===== src/hdl/mmc_pkg.sv =====
// ----------------------------------------------------------------------------
// mmc_pkg
// Shared widths, codes and transaction types of the magnetometer calibrator.
// ----------------------------------------------------------------------------
package mmc_pkg;

  // field widths
  localparam int RAW_W   = 12;  // ADC reading
  localparam int AVG_W   = 13;  // averaged reading, Z includes bias
  localparam int SPAN_W  = AVG_W + 1;
  localparam int SCALE_W = 14;
  localparam int OUT_W   = 16;
  localparam int ZB_W    = 12;
  localparam int CL_W    = 10;
  localparam int PH_W    = 2;

  // request codes on the input channel
  localparam logic REQ_SAMPLE = 1'b0;
  localparam logic REQ_BUTTON = 1'b1;

  // event kinds in the front-to-back queue
  localparam logic EV_SAMPLE = 1'b0;
  localparam logic EV_BUTTON = 1'b1;

  // calibration phases
  localparam logic [PH_W-1:0] PH_NORMAL = 2'd0;
  localparam logic [PH_W-1:0] PH_XY     = 2'd1;
  localparam logic [PH_W-1:0] PH_Z      = 2'd2;

  // reset values
  localparam logic [AVG_W-1:0] MIN_RESET        = 13'd3300;
  localparam logic [ZB_W-1:0]  Z_BIAS_RESET     = 12'd1500;
  localparam logic [CL_W-1:0]  CAL_LENGTH_RESET = 10'd800;

  // event queue
  localparam int Q_DEPTH = 4;
  localparam int Q_AW    = 2;

  typedef struct packed {
    logic             kind;
    logic [RAW_W-1:0] avg_x;
    logic [RAW_W-1:0] avg_y;
    logic [AVG_W-1:0] avg_z;
  } evt_t;

  typedef struct packed {
    logic                     start;
    logic signed [SPAN_W-1:0] num;
    logic signed [SPAN_W-1:0] den;
  } div_req_t;

  typedef struct packed {
    logic                      done;
    logic signed [SCALE_W-1:0] quo;
  } div_rsp_t;

endpackage


===== src/hdl/magnetometer_minmax_calibration.sv =====
// ----------------------------------------------------------------------------
// magnetometer_minmax_calibration
// Three-axis magnetometer hard-iron calibrator using the min/max method.
// ----------------------------------------------------------------------------
// A sample transaction carries one row of X/Y/Z ADC readings; every AVG_ROWS
// rows the block averages each axis (truncating), adds z_bias to Z and sends
// one result: per axis scale * (average - midpoint), saturated to 16 bits
// signed, with the phase in force. Button transactions never give a result;
// they step the phase from normal to X/Y tracking to Z tracking and back,
// and the press that ends Z tracking computes midpoints and integer scales
// (X and Y scale = Z span / own span, Z scale 1, zero divisor gives 0).
// Until the first calibration completes all scales are zero, so results are
// zero. Extremes accumulate across calibrations until reset.
// Rate: the input takes one transaction per cycle. The row that completes its
// average reaches out_valid through the front stages, the event queue and the
// product and output registers. The press that ends Z tracking holds the back
// end while one shared serial divider produces the X scale and then the Y
// scale, one quotient bit per cycle; the four-entry event queue and the two
// front stages keep taking input, and only when they are full does in_stall
// rise. Registers: z_bias at byte address 0, cal_length at byte address 4.
// ----------------------------------------------------------------------------
module magnetometer_minmax_calibration #(
  parameter int AVG_ROWS = 10
) (
  input  logic                              clk,
  input  logic                              rst_n,
  // input channel
  input  logic                              in_valid,
  output logic                              in_stall,
  input  logic                              in_req_type,
  input  logic [mmc_pkg::RAW_W-1:0]         in_raw_x,
  input  logic [mmc_pkg::RAW_W-1:0]         in_raw_y,
  input  logic [mmc_pkg::RAW_W-1:0]         in_raw_z,
  // result channel
  output logic                              out_valid,
  input  logic                              out_stall,
  output logic signed [mmc_pkg::OUT_W-1:0]  out_x,
  output logic signed [mmc_pkg::OUT_W-1:0]  out_y,
  output logic signed [mmc_pkg::OUT_W-1:0]  out_z,
  output logic [mmc_pkg::PH_W-1:0]          out_cal_phase,
  // configuration port
  input  logic                              psel,
  input  logic                              penable,
  input  logic                              pwrite,
  input  logic [2:0]                        paddr,
  input  logic [31:0]                       pwdata,
  output logic [31:0]                       prdata,
  output logic                              pready
);
  import mmc_pkg::*;

  // register index, taken from byte address bit 2
  localparam logic REG_Z_BIAS     = 1'b0;
  localparam logic REG_CAL_LENGTH = 1'b1;

  logic [ZB_W-1:0] z_bias_r;
  logic [CL_W-1:0] cal_length_r;
  logic            cfg_wr;
  logic            cfg_sel;

  logic            q_push;
  evt_t            q_push_evt;
  logic            q_full;
  logic            q_pop;
  evt_t            q_head;
  logic            q_empty;

  // --------------------------------------------------------------------------
  // Configuration registers; the port never waits
  // --------------------------------------------------------------------------
  assign pready  = 1'b1;
  assign cfg_sel = paddr[2];
  assign cfg_wr  = psel && penable && pwrite && pready;

  always_ff @(posedge clk) begin
    if (!rst_n) begin
      z_bias_r     <= Z_BIAS_RESET;
      cal_length_r <= CAL_LENGTH_RESET;
    end else if (cfg_wr) begin
      case (cfg_sel)
        REG_Z_BIAS:     z_bias_r     <= pwdata[ZB_W-1:0];
        REG_CAL_LENGTH: cal_length_r <= pwdata[CL_W-1:0];
        default:        z_bias_r     <= z_bias_r;
      endcase
    end
  end

  always_comb begin
    case (cfg_sel)
      REG_Z_BIAS:     prdata = 32'(z_bias_r);
      REG_CAL_LENGTH: prdata = 32'(cal_length_r);
      default:        prdata = '0;
    endcase
  end

  // --------------------------------------------------------------------------
  // Front end: accept, accumulate rows, divide by the row count
  // --------------------------------------------------------------------------
  mmc_front #(
    .AVG_ROWS (AVG_ROWS)
  ) u_front (
    .clk         (clk),
    .rst_n       (rst_n),
    .in_valid    (in_valid),
    .in_stall    (in_stall),
    .in_req_type (in_req_type),
    .in_raw_x    (in_raw_x),
    .in_raw_y    (in_raw_y),
    .in_raw_z    (in_raw_z),
    .z_bias      (z_bias_r),
    .q_push      (q_push),
    .q_push_evt  (q_push_evt),
    .q_full      (q_full)
  );

  // --------------------------------------------------------------------------
  // Event queue: lets the front keep going while the back end divides
  // --------------------------------------------------------------------------
  mmc_fifo u_fifo (
    .clk      (clk),
    .rst_n    (rst_n),
    .push     (q_push),
    .push_evt (q_push_evt),
    .full     (q_full),
    .pop      (q_pop),
    .head     (q_head),
    .empty    (q_empty)
  );

  // --------------------------------------------------------------------------
  // Back end: tracking, correction and end-of-calibration arithmetic
  // --------------------------------------------------------------------------
  mmc_back u_back (
    .clk           (clk),
    .rst_n         (rst_n),
    .cal_length    (cal_length_r),
    .q_empty       (q_empty),
    .q_head        (q_head),
    .q_pop         (q_pop),
    .out_valid     (out_valid),
    .out_stall     (out_stall),
    .out_x         (out_x),
    .out_y         (out_y),
    .out_z         (out_z),
    .out_cal_phase (out_cal_phase)
  );

endmodule


===== src/hdl/mmc_front.sv =====
// ----------------------------------------------------------------------------
// mmc_front
// Accept input transactions, sum ADC rows and turn each full block of rows
// into an averaged event; button presses pass through as events.
// ----------------------------------------------------------------------------
module mmc_front #(
  parameter int AVG_ROWS = 10
) (
  input  logic                       clk,
  input  logic                       rst_n,
  input  logic                       in_valid,
  output logic                       in_stall,
  input  logic                       in_req_type,
  input  logic [mmc_pkg::RAW_W-1:0]  in_raw_x,
  input  logic [mmc_pkg::RAW_W-1:0]  in_raw_y,
  input  logic [mmc_pkg::RAW_W-1:0]  in_raw_z,
  input  logic [mmc_pkg::ZB_W-1:0]   z_bias,
  output logic                       q_push,
  output mmc_pkg::evt_t              q_push_evt,
  input  logic                       q_full
);
  import mmc_pkg::*;

  localparam int SUM_W  = $clog2(AVG_ROWS * 4095 + 1);
  localparam int SH     = SUM_W;
  localparam int RCP_W  = SH + 1;
  localparam int PRD_W  = SUM_W + RCP_W;
  localparam int CNT_W  = (AVG_ROWS > 1) ? $clog2(AVG_ROWS) : 1;
  localparam longint RECIP_L = (longint'(1) << SH) / AVG_ROWS;
  localparam logic [RCP_W-1:0] RECIP    = RCP_W'(RECIP_L);
  localparam logic [CNT_W-1:0] LAST_ROW = CNT_W'(AVG_ROWS - 1);
  localparam logic [SUM_W:0]   DIVISOR  = (SUM_W + 1)'(AVG_ROWS);

  logic [SUM_W-1:0] acc_r    [3];
  logic [CNT_W-1:0] row_r;
  logic             s1_v_r;
  logic             s1_kind_r;
  logic [SUM_W-1:0] s1_sum_r [3];
  logic             s2_v_r;
  logic             s2_kind_r;
  logic [SUM_W-1:0] s2_sum_r [3];
  logic [PRD_W-1:0] s2_prd_r [3];

  logic [RAW_W-1:0] raw      [3];
  logic [SUM_W-1:0] row_sum  [3];
  logic [RCP_W-1:0] q_est    [3];
  logic [RAW_W-1:0] q_lo     [3];
  logic [SUM_W:0]   q_mul    [3];
  logic [SUM_W:0]   q_rem    [3];
  logic [RAW_W-1:0] quo      [3];
  logic             adv;
  logic             take;
  logic             is_btn;
  logic             last;

  assign raw[0] = in_raw_x;
  assign raw[1] = in_raw_y;
  assign raw[2] = in_raw_z;

  assign adv      = !(s2_v_r && q_full);
  assign in_stall = !adv;
  assign take     = in_valid && adv;
  assign is_btn   = (in_req_type == REQ_BUTTON);
  assign last     = (row_r == LAST_ROW);

  always_comb begin
    for (int k = 0; k < 3; k++) begin
      row_sum[k] = acc_r[k] + SUM_W'(raw[k]);
      // reciprocal estimate is floor or floor minus one: fix with one compare
      q_est[k]   = s2_prd_r[k][PRD_W-1:SH];
      q_lo[k]    = q_est[k][RAW_W-1:0];
      q_mul[k]   = (SUM_W + 1)'(q_lo[k]) * DIVISOR;
      q_rem[k]   = {1'b0, s2_sum_r[k]} - q_mul[k];
      quo[k]     = (q_rem[k] >= DIVISOR) ? q_lo[k] + 1'b1 : q_lo[k];
    end
  end

  always_ff @(posedge clk) begin
    if (!rst_n) begin
      row_r  <= '0;
      s1_v_r <= 1'b0;
      s2_v_r <= 1'b0;
      for (int k = 0; k < 3; k++) acc_r[k] <= '0;
    end else if (adv) begin
      s2_v_r <= s1_v_r;
      s1_v_r <= take && (is_btn || last);
      if (take && !is_btn) begin
        if (last) begin
          row_r <= '0;
          for (int k = 0; k < 3; k++) acc_r[k] <= '0;
        end else begin
          row_r <= row_r + 1'b1;
          for (int k = 0; k < 3; k++) acc_r[k] <= row_sum[k];
        end
      end
    end
  end

  always_ff @(posedge clk) begin
    if (adv) begin
      s1_kind_r <= is_btn ? EV_BUTTON : EV_SAMPLE;
      s2_kind_r <= s1_kind_r;
      for (int k = 0; k < 3; k++) begin
        s1_sum_r[k] <= row_sum[k];
        s2_sum_r[k] <= s1_sum_r[k];
        s2_prd_r[k] <= PRD_W'(s1_sum_r[k]) * PRD_W'(RECIP);
      end
    end
  end

  assign q_push           = s2_v_r && !q_full;
  assign q_push_evt.kind  = s2_kind_r;
  assign q_push_evt.avg_x = quo[0];
  assign q_push_evt.avg_y = quo[1];
  assign q_push_evt.avg_z = AVG_W'(quo[2]) + AVG_W'(z_bias);

endmodule


===== src/hdl/mmc_fifo.sv =====
// ----------------------------------------------------------------------------
// mmc_fifo
// Short event queue between the front and the back end.
// ----------------------------------------------------------------------------
module mmc_fifo (
  input  logic          clk,
  input  logic          rst_n,
  input  logic          push,
  input  mmc_pkg::evt_t push_evt,
  output logic          full,
  input  logic          pop,
  output mmc_pkg::evt_t head,
  output logic          empty
);
  import mmc_pkg::*;

  evt_t            mem_r [Q_DEPTH];
  logic [Q_AW-1:0] wr_r;
  logic [Q_AW-1:0] rd_r;
  logic [Q_AW:0]   cnt_r;

  assign full  = (cnt_r == (Q_AW + 1)'(Q_DEPTH));
  assign empty = (cnt_r == '0);
  assign head  = mem_r[rd_r];

  always_ff @(posedge clk) begin
    if (push) mem_r[wr_r] <= push_evt;
  end

  always_ff @(posedge clk) begin
    if (!rst_n) begin
      wr_r  <= '0;
      rd_r  <= '0;
      cnt_r <= '0;
    end else begin
      if (push) wr_r <= wr_r + 1'b1;
      if (pop)  rd_r <= rd_r + 1'b1;
      if (push && !pop)      cnt_r <= cnt_r + 1'b1;
      else if (pop && !push) cnt_r <= cnt_r - 1'b1;
    end
  end

endmodule


===== src/hdl/mmc_div.sv =====
// ----------------------------------------------------------------------------
// mmc_div
// Signed radix-2 restoring divider, one quotient bit per cycle, truncating
// toward zero; a zero divisor returns zero.
// ----------------------------------------------------------------------------
module mmc_div (
  input  logic              clk,
  input  logic              rst_n,
  input  mmc_pkg::div_req_t req,
  output mmc_pkg::div_rsp_t rsp
);
  import mmc_pkg::*;

  localparam int CNT_W = $clog2(SPAN_W + 1);

  logic              busy_r;
  logic              done_r;
  logic [CNT_W-1:0]  cnt_r;
  logic [SPAN_W-1:0] quo_r;
  logic [SPAN_W:0]   rem_r;
  logic [SPAN_W-1:0] den_r;
  logic              neg_r;
  logic              zero_r;

  logic [SPAN_W:0]   rem_sh;
  logic              fits;
  logic [SPAN_W-1:0] num_mag;
  logic [SPAN_W-1:0] den_mag;

  assign num_mag = req.num[SPAN_W-1] ? SPAN_W'(-req.num) : SPAN_W'(req.num);
  assign den_mag = req.den[SPAN_W-1] ? SPAN_W'(-req.den) : SPAN_W'(req.den);
  assign rem_sh  = {rem_r[SPAN_W-1:0], quo_r[SPAN_W-1]};
  assign fits    = (rem_sh >= {1'b0, den_r});

  always_ff @(posedge clk) begin
    if (!rst_n) begin
      busy_r <= 1'b0;
      done_r <= 1'b0;
      cnt_r  <= '0;
    end else begin
      done_r <= 1'b0;
      if (req.start && !busy_r) begin
        busy_r <= 1'b1;
        cnt_r  <= CNT_W'(SPAN_W);
      end else if (busy_r) begin
        cnt_r <= cnt_r - 1'b1;
        if (cnt_r == CNT_W'(1)) begin
          busy_r <= 1'b0;
          done_r <= 1'b1;
        end
      end
    end
  end

  always_ff @(posedge clk) begin
    if (req.start && !busy_r) begin
      quo_r  <= num_mag;
      rem_r  <= '0;
      den_r  <= den_mag;
      neg_r  <= req.num[SPAN_W-1] ^ req.den[SPAN_W-1];
      zero_r <= (req.den == '0);
    end else if (busy_r) begin
      rem_r <= fits ? rem_sh - {1'b0, den_r} : rem_sh;
      quo_r <= {quo_r[SPAN_W-2:0], fits};
    end
  end

  assign rsp.done = done_r;
  assign rsp.quo  = zero_r ? '0 : (neg_r ? SCALE_W'(-quo_r) : SCALE_W'(quo_r));

endmodule


===== src/hdl/mmc_back.sv =====
// ----------------------------------------------------------------------------
// mmc_back
// Carry out queued events: track extremes, apply scale and midpoint, and
// run the end-of-calibration midpoint and scale computation.
// ----------------------------------------------------------------------------
module mmc_back (
  input  logic                           clk,
  input  logic                           rst_n,
  input  logic [mmc_pkg::CL_W-1:0]       cal_length,
  input  logic                           q_empty,
  input  mmc_pkg::evt_t                  q_head,
  output logic                           q_pop,
  output logic                           out_valid,
  input  logic                           out_stall,
  output logic signed [mmc_pkg::OUT_W-1:0] out_x,
  output logic signed [mmc_pkg::OUT_W-1:0] out_y,
  output logic signed [mmc_pkg::OUT_W-1:0] out_z,
  output logic [mmc_pkg::PH_W-1:0]       out_cal_phase
);
  import mmc_pkg::*;

  localparam int DIFF_W = AVG_W + 2;
  localparam int PROD_W = SCALE_W + DIFF_W;

  localparam logic [1:0] B_RUN  = 2'd0;
  localparam logic [1:0] B_DIVX = 2'd1;
  localparam logic [1:0] B_DIVY = 2'd2;

  localparam logic signed [PROD_W-1:0] SAT_HI = PROD_W'(32767);
  localparam logic signed [PROD_W-1:0] SAT_LO = PROD_W'(-32768);

  function automatic logic signed [OUT_W-1:0] sat16(input logic signed [PROD_W-1:0] v);
    logic signed [OUT_W-1:0] r;
    if (v > SAT_HI)      r = 16'sh7FFF;
    else if (v < SAT_LO) r = 16'sh8000;
    else                 r = v[OUT_W-1:0];
    return r;
  endfunction

  logic [PH_W-1:0]            phase_r;
  logic [CL_W-1:0]            tracked_r;
  logic [1:0]                 bst_r;
  logic [AVG_W-1:0]           max_r    [3];
  logic [AVG_W-1:0]           min_r    [3];
  logic [AVG_W-1:0]           mid_r    [3];
  logic signed [SCALE_W-1:0]  scale_r  [3];
  logic                       m_v_r;
  logic [PH_W-1:0]            m_ph_r;
  logic signed [PROD_W-1:0]   m_prod_r [3];
  logic                       o_v_r;
  logic [PH_W-1:0]            o_ph_r;
  logic signed [OUT_W-1:0]    o_val_r  [3];

  logic [AVG_W-1:0]           avg      [3];
  logic signed [DIFF_W-1:0]   diff     [3];
  logic signed [PROD_W-1:0]   prod     [3];
  logic signed [SPAN_W-1:0]   span     [3];
  logic [AVG_W:0]             ext_sum  [3];
  logic [AVG_W-1:0]           mid_calc [3];
  logic                       trk_en   [3];
  logic                       out_adv;
  logic                       m_adv;
  logic                       is_btn;
  logic                       pop_avg;
  logic                       pop_btn;
  logic                       track;
  div_req_t                   div_req;
  div_rsp_t                   div_rsp;

  assign avg[0] = AVG_W'(q_head.avg_x);
  assign avg[1] = AVG_W'(q_head.avg_y);
  assign avg[2] = q_head.avg_z;

  assign out_adv = !o_v_r || !out_stall;
  assign m_adv   = !m_v_r || out_adv;
  assign is_btn  = (q_head.kind == EV_BUTTON);
  assign q_pop   = !q_empty && (bst_r == B_RUN) && (is_btn || m_adv);
  assign pop_avg = q_pop && !is_btn;
  assign pop_btn = q_pop && is_btn;
  assign track   = pop_avg && ((phase_r == PH_XY) || (phase_r == PH_Z)) &&
                   (tracked_r < cal_length);

  always_comb begin
    for (int k = 0; k < 3; k++) begin
      diff[k]     = $signed({2'b00, avg[k]}) - $signed({2'b00, mid_r[k]});
      prod[k]     = PROD_W'(scale_r[k]) * PROD_W'(diff[k]);
      span[k]     = $signed({1'b0, max_r[k]}) - $signed({1'b0, min_r[k]});
      ext_sum[k]  = {1'b0, max_r[k]} + {1'b0, min_r[k]};
      mid_calc[k] = ext_sum[k][AVG_W:1];
      trk_en[k]   = (phase_r == PH_XY) ? (k < 2) : (k == 2);
    end
  end

  // Z span over X span, then over Y span
  assign div_req.start = (pop_btn && (phase_r != PH_NORMAL) && (phase_r != PH_XY)) ||
                         ((bst_r == B_DIVX) && div_rsp.done);
  assign div_req.num   = span[2];
  assign div_req.den   = (bst_r == B_DIVX) ? span[1] : span[0];

  mmc_div u_div (
    .clk   (clk),
    .rst_n (rst_n),
    .req   (div_req),
    .rsp   (div_rsp)
  );

  always_ff @(posedge clk) begin
    if (!rst_n) begin
      phase_r   <= PH_NORMAL;
      tracked_r <= '0;
      bst_r     <= B_RUN;
      m_v_r     <= 1'b0;
      o_v_r     <= 1'b0;
      for (int k = 0; k < 3; k++) begin
        max_r[k]   <= '0;
        min_r[k]   <= MIN_RESET;
        mid_r[k]   <= '0;
        scale_r[k] <= '0;
      end
    end else begin
      if (out_adv) o_v_r <= m_v_r;
      if (m_adv)   m_v_r <= pop_avg;
      if (track) begin
        tracked_r <= tracked_r + 1'b1;
        for (int k = 0; k < 3; k++) begin
          if (trk_en[k]) begin
            if (avg[k] > max_r[k]) max_r[k] <= avg[k];
            if (avg[k] < min_r[k]) min_r[k] <= avg[k];
          end
        end
      end
      if (pop_btn) begin
        tracked_r <= '0;
        case (phase_r)
          PH_NORMAL: phase_r <= PH_XY;
          PH_XY:     phase_r <= PH_Z;
          default: begin
            phase_r <= PH_NORMAL;
            bst_r   <= B_DIVX;
            for (int k = 0; k < 3; k++) mid_r[k] <= mid_calc[k];
          end
        endcase
      end
      if ((bst_r == B_DIVX) && div_rsp.done) begin
        scale_r[0] <= div_rsp.quo;
        bst_r      <= B_DIVY;
      end
      if ((bst_r == B_DIVY) && div_rsp.done) begin
        scale_r[1] <= div_rsp.quo;
        scale_r[2] <= SCALE_W'(1);
        bst_r      <= B_RUN;
      end
    end
  end

  always_ff @(posedge clk) begin
    if (pop_avg) begin
      m_ph_r <= phase_r;
      for (int k = 0; k < 3; k++) m_prod_r[k] <= prod[k];
    end
    if (out_adv && m_v_r) begin
      o_ph_r <= m_ph_r;
      for (int k = 0; k < 3; k++) o_val_r[k] <= sat16(m_prod_r[k]);
    end
  end

  assign out_valid     = o_v_r;
  assign out_x         = o_val_r[0];
  assign out_y         = o_val_r[1];
  assign out_z         = o_val_r[2];
  assign out_cal_phase = o_ph_r;

endmodule


===== config.mk =====
export PLATFORM = sky130hd
export DESIGN_NAME = magnetometer_minmax_calibration
export DESIGN_NICKNAME = d
export VERILOG_FILES = /design/src/hdl/mmc_pkg.sv /design/src/hdl/magnetometer_minmax_calibration.sv /design/src/hdl/mmc_front.sv /design/src/hdl/mmc_fifo.sv /design/src/hdl/mmc_div.sv /design/src/hdl/mmc_back.sv
export SDC_FILE = /design/constraint.sdc
export NUM_CORES = 2
export LEC_CHECK = 0
export ABC_AREA = 1
export BUFFER_PORTS_ARGS = -buffer_cell sky130_fd_sc_hd__clkbuf_2
export CAP_MARGIN = 0
export CORE_MARGIN = 2
export CORE_UTILIZATION = 38
export DETAILED_ROUTE_END_ITERATION = 16
export PLACE_DENSITY = 0.57
export SETUP_SLACK_MARGIN = 0.1
export SLEW_MARGIN = 20
export SYNTH_ARGS = -nofsm -noshare
export SYNTH_HDL_FRONTEND = slang
export SYNTH_SLANG_ARGS = --single-unit

===== constraint.sdc =====
create_clock -name clk -period 12 [get_ports clk]
set_input_delay 1.2 -clock clk [delete_from_list [all_inputs] [get_ports clk]]
set_output_delay 1.2 -clock clk [all_outputs]
set_load 0.005 [all_outputs]

Word level (Yosys, flattened, before mapping)
Memory sizes are Yosys's and may differ from the RTL's. A register that Yosys moved wholly into a read port is not among the register bits.
Index checks and enable logic that the tools add are counted.
{"block": "totals", "output_inout_bits": 85, "in_bits": 79, "ram_bits": 677, "wordCells": 299, "ff_bits": 107, "n_memories": 11}
{"memory": "u_fifo.mem_r", "words": 4, "width": 38, "read_ports": 1, "rd_ports_with_merged_regs": 1, "write_ports": 1, "line_no": "mmc_fifo.sv:17", "source": "evt_t mem_r [Q_DEPTH];"}
{"memory": "u_back.m_prod_r", "words": 3, "width": 29, "read_ports": 3, "rd_ports_with_merged_regs": 0, "write_ports": 3, "line_no": "mmc_back.sv:49", "source": "logic signed [PROD_W-1:0] m_prod_r [3];"}
{"memory": "u_front.s2_prd_r", "words": 3, "width": 29, "read_ports": 3, "rd_ports_with_merged_regs": 0, "write_ports": 3, "line_no": "mmc_front.sv:42", "source": "logic [PRD_W-1:0] s2_prd_r [3];"}
{"memory": "u_back.o_val_r", "words": 3, "width": 16, "read_ports": 3, "rd_ports_with_merged_regs": 0, "write_ports": 3, "line_no": "mmc_back.sv:52", "source": "logic signed [OUT_W-1:0] o_val_r [3];"}
{"memory": "u_front.acc_r", "words": 3, "width": 16, "read_ports": 3, "rd_ports_with_merged_regs": 0, "write_ports": 3, "line_no": "mmc_front.sv:34", "source": "logic [SUM_W-1:0] acc_r [3];"}
{"memory": "u_front.s1_sum_r", "words": 3, "width": 16, "read_ports": 3, "rd_ports_with_merged_regs": 0, "write_ports": 3, "line_no": "mmc_front.sv:38", "source": "logic [SUM_W-1:0] s1_sum_r [3];"}
{"memory": "5 more memories"}
{"block": "op_classes", "n_mux": 114, "n_mul": 9, "add_sub_neg": 30, "magnitude_cmp": 17, "n_bitwise": 24, "n_eq_ne": 9, "n_reduce_logical": 57}
{"operator": "2-to-1 mux 16 bit", "count": 15}
{"operator": "2-to-1 mux 14 bit", "count": 10}
{"operator": "2-to-1 mux 13 bit", "count": 10}
{"operator": "greater-than comparator 29 x 16 -> 1 bit (second input constant)", "count": 3}
{"operator": "less-than comparator 29 x 16 -> 1 bit (second input constant)", "count": 3}
{"operator": "multiplier 16 x 13 -> 29 bit (second input constant)", "count": 3}
{"operator": "multiplier 14 x 14 -> 28 bit", "count": 3}
{"operator": "2-to-1 mux 1 bit", "count": 64}
{"operator": "one-hot mux 32 bit (2 select lines)", "count": 1}
{"operator": "subtractor 13 x 13 -> 14 bit", "count": 4}
{"operator": "greater-or-equal comparator 17 x 4 -> 1 bit (second input constant)", "count": 3}
{"operator": "subtractor 16 x 16 -> 17 bit", "count": 3}
{"operator": "adder 16 x 12 -> 16 bit", "count": 3}
{"operator": "multiplier 12 x 3 -> 15 bit (second input constant)", "count": 3}
{"operator": "adder 13 x 13 -> 14 bit", "count": 3}
{"operator": "negation 14 bit", "count": 3}
{"operator": "adder 12 x 1 -> 12 bit (second input constant)", "count": 3}
{"operator": "2-to-1 mux 12 bit", "count": 3}
{"operator": "subtractor 12 x 13 -> 14 bit", "count": 2}
{"operator": "greater-than comparator 12 x 13 -> 1 bit", "count": 2}
{"operator": "less-than comparator 12 x 13 -> 1 bit", "count": 2}
{"operator": "logical AND 1 bit", "count": 21}
{"operator": "bitwise OR 1 bit", "count": 18}
{"operator": "greater-or-equal comparator 15 x 14 -> 1 bit", "count": 1}
{"operator": "other kinds (32)", "count": 74}

Logic depth before layout (Yosys ltp)
{"block": "logic_depth", "ltp_word": 12, "depth_mapped": 42, "depth_no_buf": 39}

By module
A second synthesis with hierarchy kept.
{"block": "hier_totals", "cells_unflattened": 8002, "area_unflattened_um2": 68668.4}
{"module": "mmc_back", "area_per_inst_um2": 33085.5, "seq_area_each_um2": 8157.8, "instances": 1, "cells_each": 3950}
{"module": "mmc_front", "area_per_inst_um2": 24482.2, "seq_area_each_um2": 5525.3, "instances": 1, "cells_each": 2895}
{"module": "mmc_fifo", "area_per_inst_um2": 6082.1, "seq_area_each_um2": 4744.6, "instances": 1, "cells_each": 426}
{"module": "mmc_div", "area_per_inst_um2": 3812.4, "seq_area_each_um2": 1301.2, "instances": 1, "cells_each": 548}
{"module": "magnetometer_minmax_calibration", "area_per_inst_um2": 1206.2, "seq_area_each_um2": 440.4, "instances": 1, "cells_each": 183}

Worst setup path after synthesis
No wires, ideal clock.
{"block": "synth_timing", "kind": "register to register", "start": "register with a tool-made name", "end": "memory u_back.m_prod_r[0][28] in the netlist's numbering, data pin", "stages_incl_launch_ff": 31, "period_less_slack_ps": 7898, "path_buffers": 2, "setup_ps": 262, "t_required_ps": 11738, "arrival_time_ps": 7636, "setup_slack_ps": 4102, "path_cell_list": "dfxtp_1 > inv_2 > buf_6 > clkbuf_1 > nand2_1 > a32oi_1 > inv_1 > fa_1 > xnor2_1 > inv_1 > nor2_1 > inv_1 > fa_1 > inv_1 > fa_1 > inv_1 > fa_1 > fa_1 > fa_1 > inv_1 > fa_1 > ha_1 > nand2_1 > nor2_1 > nor3b_1 > nand4_1 > nand3_1 > nand3_1 > nand2_1 > a21oi_1 > xor2_1"}
{"item": "end: declaration", "line_no": "mmc_back.sv:49"}

==> impl_summary.txt <==
----------------------------------------------------
[Detailed routing]
  Post-route DRC violation count ... 0
  Initial DRC Count ... 2705
  Via count ... 48300
  Average wire per standard cell ... 16.1 µm
  Post-Route WL ... ~160000 µm
  Remaining antenna violation count ... 0
  Number of vias per cell after detailed routing ... 4.92
  First-pass detailed-route iteration total ... 7

[STA]
  Worst Tran Pin Value ... 953 ps
  Maximum frequency from static timing analysis ... roughly 110 MHz
  Clk_skew ... 45.5 ps
  Unrepaired setup endpoints after global routing ... false
  Minimum clock period after layout ... 9420 ps
  # setup viols final ... 0
  Slew headroom ... 0.362
  Pins over their slew limit ... 0
  Count of endpoints failing hold in the final timing report ... 0
  Aggregate negative setup slack ... 0 ps
  Final period utilization ... 0.785

[Clock tree]
  Htree depth ... 3
  Number of gates given a new drive strength after cts ... 0
  Clock-pin transition on the worst setup and hold timing paths ... around 60 ps
  Clk Tree Root Cell ... sky130_fd_sc_hd__clkbuf_16
  Hold bufs inserted after CTS ... 0
  Number of buffers on the longest clock path ... 3
  Post-CTS Repair Setup Buffers ... 0
  Inserted Clock Buffers ... 85
  TritonCTS clock tree ... done
  Clock network latency to the later pin of the worst-skew pair ... 700 ps
  Total number of clock tree sinks ... roughly 700

[Worst setup path]
  Startpoint class of the critical path ... flop
  Cell count along the critical path ... 32
  Worst Setup End Kind ... flop
  Required time at the endpoint of the critical path ... 12410 ps
  Cell type with the highest occurrence count on the critical path ... sky130_fd_sc_hd__fa_1
  Capture point of the worst path ... u_back.m_prod_r[0][54]
  Cell class contributing the biggest share of worst-path delay ... adder cells
  Worst setup path category ... flop to flop
  Combined buffer and inverter count along the critical path ... 7
  Internal reg-to-reg setup slack ... 2580 ps
  Highest-delay cell along the critical path ... sky130_fd_sc_hd__a32oi_1
  Maximum fanout count along the critical path ... 53
  Critical path's largest stage delay ... 620 ps
  Depth of the worst register-to-register path ... 32
  Reg2reg end ... u_back.m_prod_r[0][54]
  Arrival @ worst endpoint ... just under 10000 ps

[Synthesis]
  EDFF count, synth ... between 600 and 700
  Post-synthesis share of cell area spent on and, or, nand and nor gates ... 0.149
  Share of synthesized cell area in full adder, half adder and majority cells ... 0.329
  Average footprint of a synthesized cell ... 9.01 µm²
  Area of the mapped netlist ... around 66000 µm²
  Synth warnings ... 0
  Number of flip-flops and latches in the synthesized netlist ... 695
  Number of instances in the synthesized netlist ... 7329
  Largest cells by area after synthesis ... sky130_fd_sc_hd__edfxtp_1, sky130_fd_sc_hd__fa_1, sky130_fd_sc_hd__ha_1, sky130_fd_sc_hd__inv_1, sky130_fd_sc_hd__nand2_1
  Share of cell area taken by muxes after synthesis ... 0
  Proportion of synthesized chip area in sequential cells ... 0.305
  Library cell with the largest summed area after synthesis ... sky130_fd_sc_hd__edfxtp_1
  Fraction of post-synthesis cell area in the top cell type by area ... 0.283
  Compound-Gate Fraction of Synth Area ... 0.0853
  Async set-or-reset flop fraction in the synthesized netlist ... 0
  Post-synthesis share of cell area spent on xor and xnor gates ... 0.0385
  Dominant combinational cell family by area after synthesis ... adder cells
  Top flip-flop cell by instance count after synthesis ... sky130_fd_sc_hd__edfxtp_1
  Number of unique standard cell types used by synthesis ... 65

[Global route]
  Pin count of the biggest net entering global routing ... 89
  All-Layer GR Usage ... 0.182
  Antenna violations before repair ... 1
  Vias in the first global route ... between 40000 and 50000
  First-pass GRT wire length ... 259000 µm
  Total global routing overflow ... 0

[Placed design]
  Sum of net half-perimeters after detailed placement ... between 100000 and 150000 µm
  Global placer's final weighted congestion ... 0.929
  Number of port buffers ... 120

[Min path]
  Hold path start ... u_front.s1_kind_r
  Hold/Removal Path Class ... flop to flop

[Finish]
  ANT cells ... 0
  Area delta synth->final ... 9.13%
  Most common cell after layout, fill and taps aside ... sky130_fd_sc_hd__inv_1
  Fraction of final layout cells with drive strength greater than 1 ... 0.0479
  Area of combinational cells with multiple inputs ... 39900 µm²
  Final Net Count ... 8895
  Storage element area ... 20100 µm²
  Commonest cells after routing, fill and taps aside ... sky130_fd_sc_hd__inv_1, sky130_fd_sc_hd__nand2_1, sky130_fd_sc_hd__ha_1
  Final-layout fill cell count ... 16900

[Die]
  Die Span X ... 421 µm
  Overall die height ... 421 µm
  DIE AREA ... 177000 µm²
  IO Count ... 164
  Placement row count ... 152
  Effective utilization at floorplan ... 0.384
  Core footprint ... 172000 µm²

[Outcome]
  Outcome ... completed

[Flow run]
  Number of maximum-capacitance constraint violations ... 0

----------------------------------------------------
[worst reg2reg max path: cells and delay by family (launching register included)]
family / cells / cell delay, ps
AOI/OAI and AO/OA: 7 / 1490
buffers and inverters: 7 / 1500
and+or+nand+nor: 9 / 1820
DFF: 1 / 410
xor gates and xnor gates: 1 / 140
adders and majority gates: 8 / 3760
[logic make-up after synthesis]
family | count (synthesis)
compound gates | 1006
other cells | 2
flops | 695
fa+ha+maj | 1387
buf+inv | 1585
simple gates | 2364
xor+xnor | 290
[worst min path at each step]
stage	end	slack [ps]	cells past startpoint
after CTS	u_front.s2_kind_r	420	0
after global placement	u_back.out_cal_phase[0]	400	0
final	u_front.s2_kind_r	420	0
after floorplan	u_back.out_cal_phase[0]	400	0
after detailed placement	u_front.s2_kind_r	400	0
after global routing	u_front.s2_kind_r	430	0
[cell usage after synthesis, drive strengths merged, types with 4 or more instances]
cell type / count
nor2: 577
a211oi: 9
o21bai: 29
clkinv: 15
buf: 63
a21boi: 7
nor3: 69
xnor2: 103
o21a: 26
nor3b: 6
inv: 1401
a21oi: 527
a32oi: 34
nor4: 18
a221oi: 5
o21ai: 275
nor2b: 4
a21o: 23
nand4: 124
o2111ai: 10
o211ai: 15
o31ai: 12
clkbuf: 106
nand2: 1310
ha: 804
a31oi: 11
nand3b: 14
edfxtp: 622
or2: 25
o221ai: 6
xor2: 187
dfxtp: 73
fa: 583
nand3: 214
[sequential cells by signal, summed over array words and instances (netlist names), 39 cells and up, named ones only]
signal            count
u_fifo.mem_r        152
u_back.m_prod_r      70
u_front.acc_r        48
u_front.s1_sum_r     48
u_back.o_val_r       47
u_front.s2_prd_r     42
u_front.s2_sum_r     39
[metrics by stage]
step	instances	cell area (µm²)	setup slack [ps]	util	hold WS, ps
finish	9810	72000	2580	0.419	421
CTS	9810	72000	2540	0.419	423
global route	9810	72000	1910	0.419	426
global placement	9652	69200	2640	0.402	404
detailed placement	9652	69200	2590	0.402	405
floorplan	7349	66100	4100	-	400
[layer usage]
layer / global-route usage / routed length [µm] / vias to the layer above
li1: - / - / 24000
met5: 0 / 0 / -
met4: 0.0545 / 4790 / 0
met2: 0.326 / 78400 / 800
met3: 0.0223 / 5390 / 253
met1: 0.229 / 69400 / 23200
[area by class of cell]
cell class | count | area share
clock buffer | 105 | 0.0315
clock inverter | 53 | 0.00818
inverter | 1416 | 0.0739
multi-input combinational | 5069 | 0.554
sequential | 695 | 0.280
tap | 2310 | 0.0401
timing repair buffer | 162 | 0.0128
Power is not shown: default switching activity piles up to over one toggle a cycle in this logic, so the estimate is an artifact.
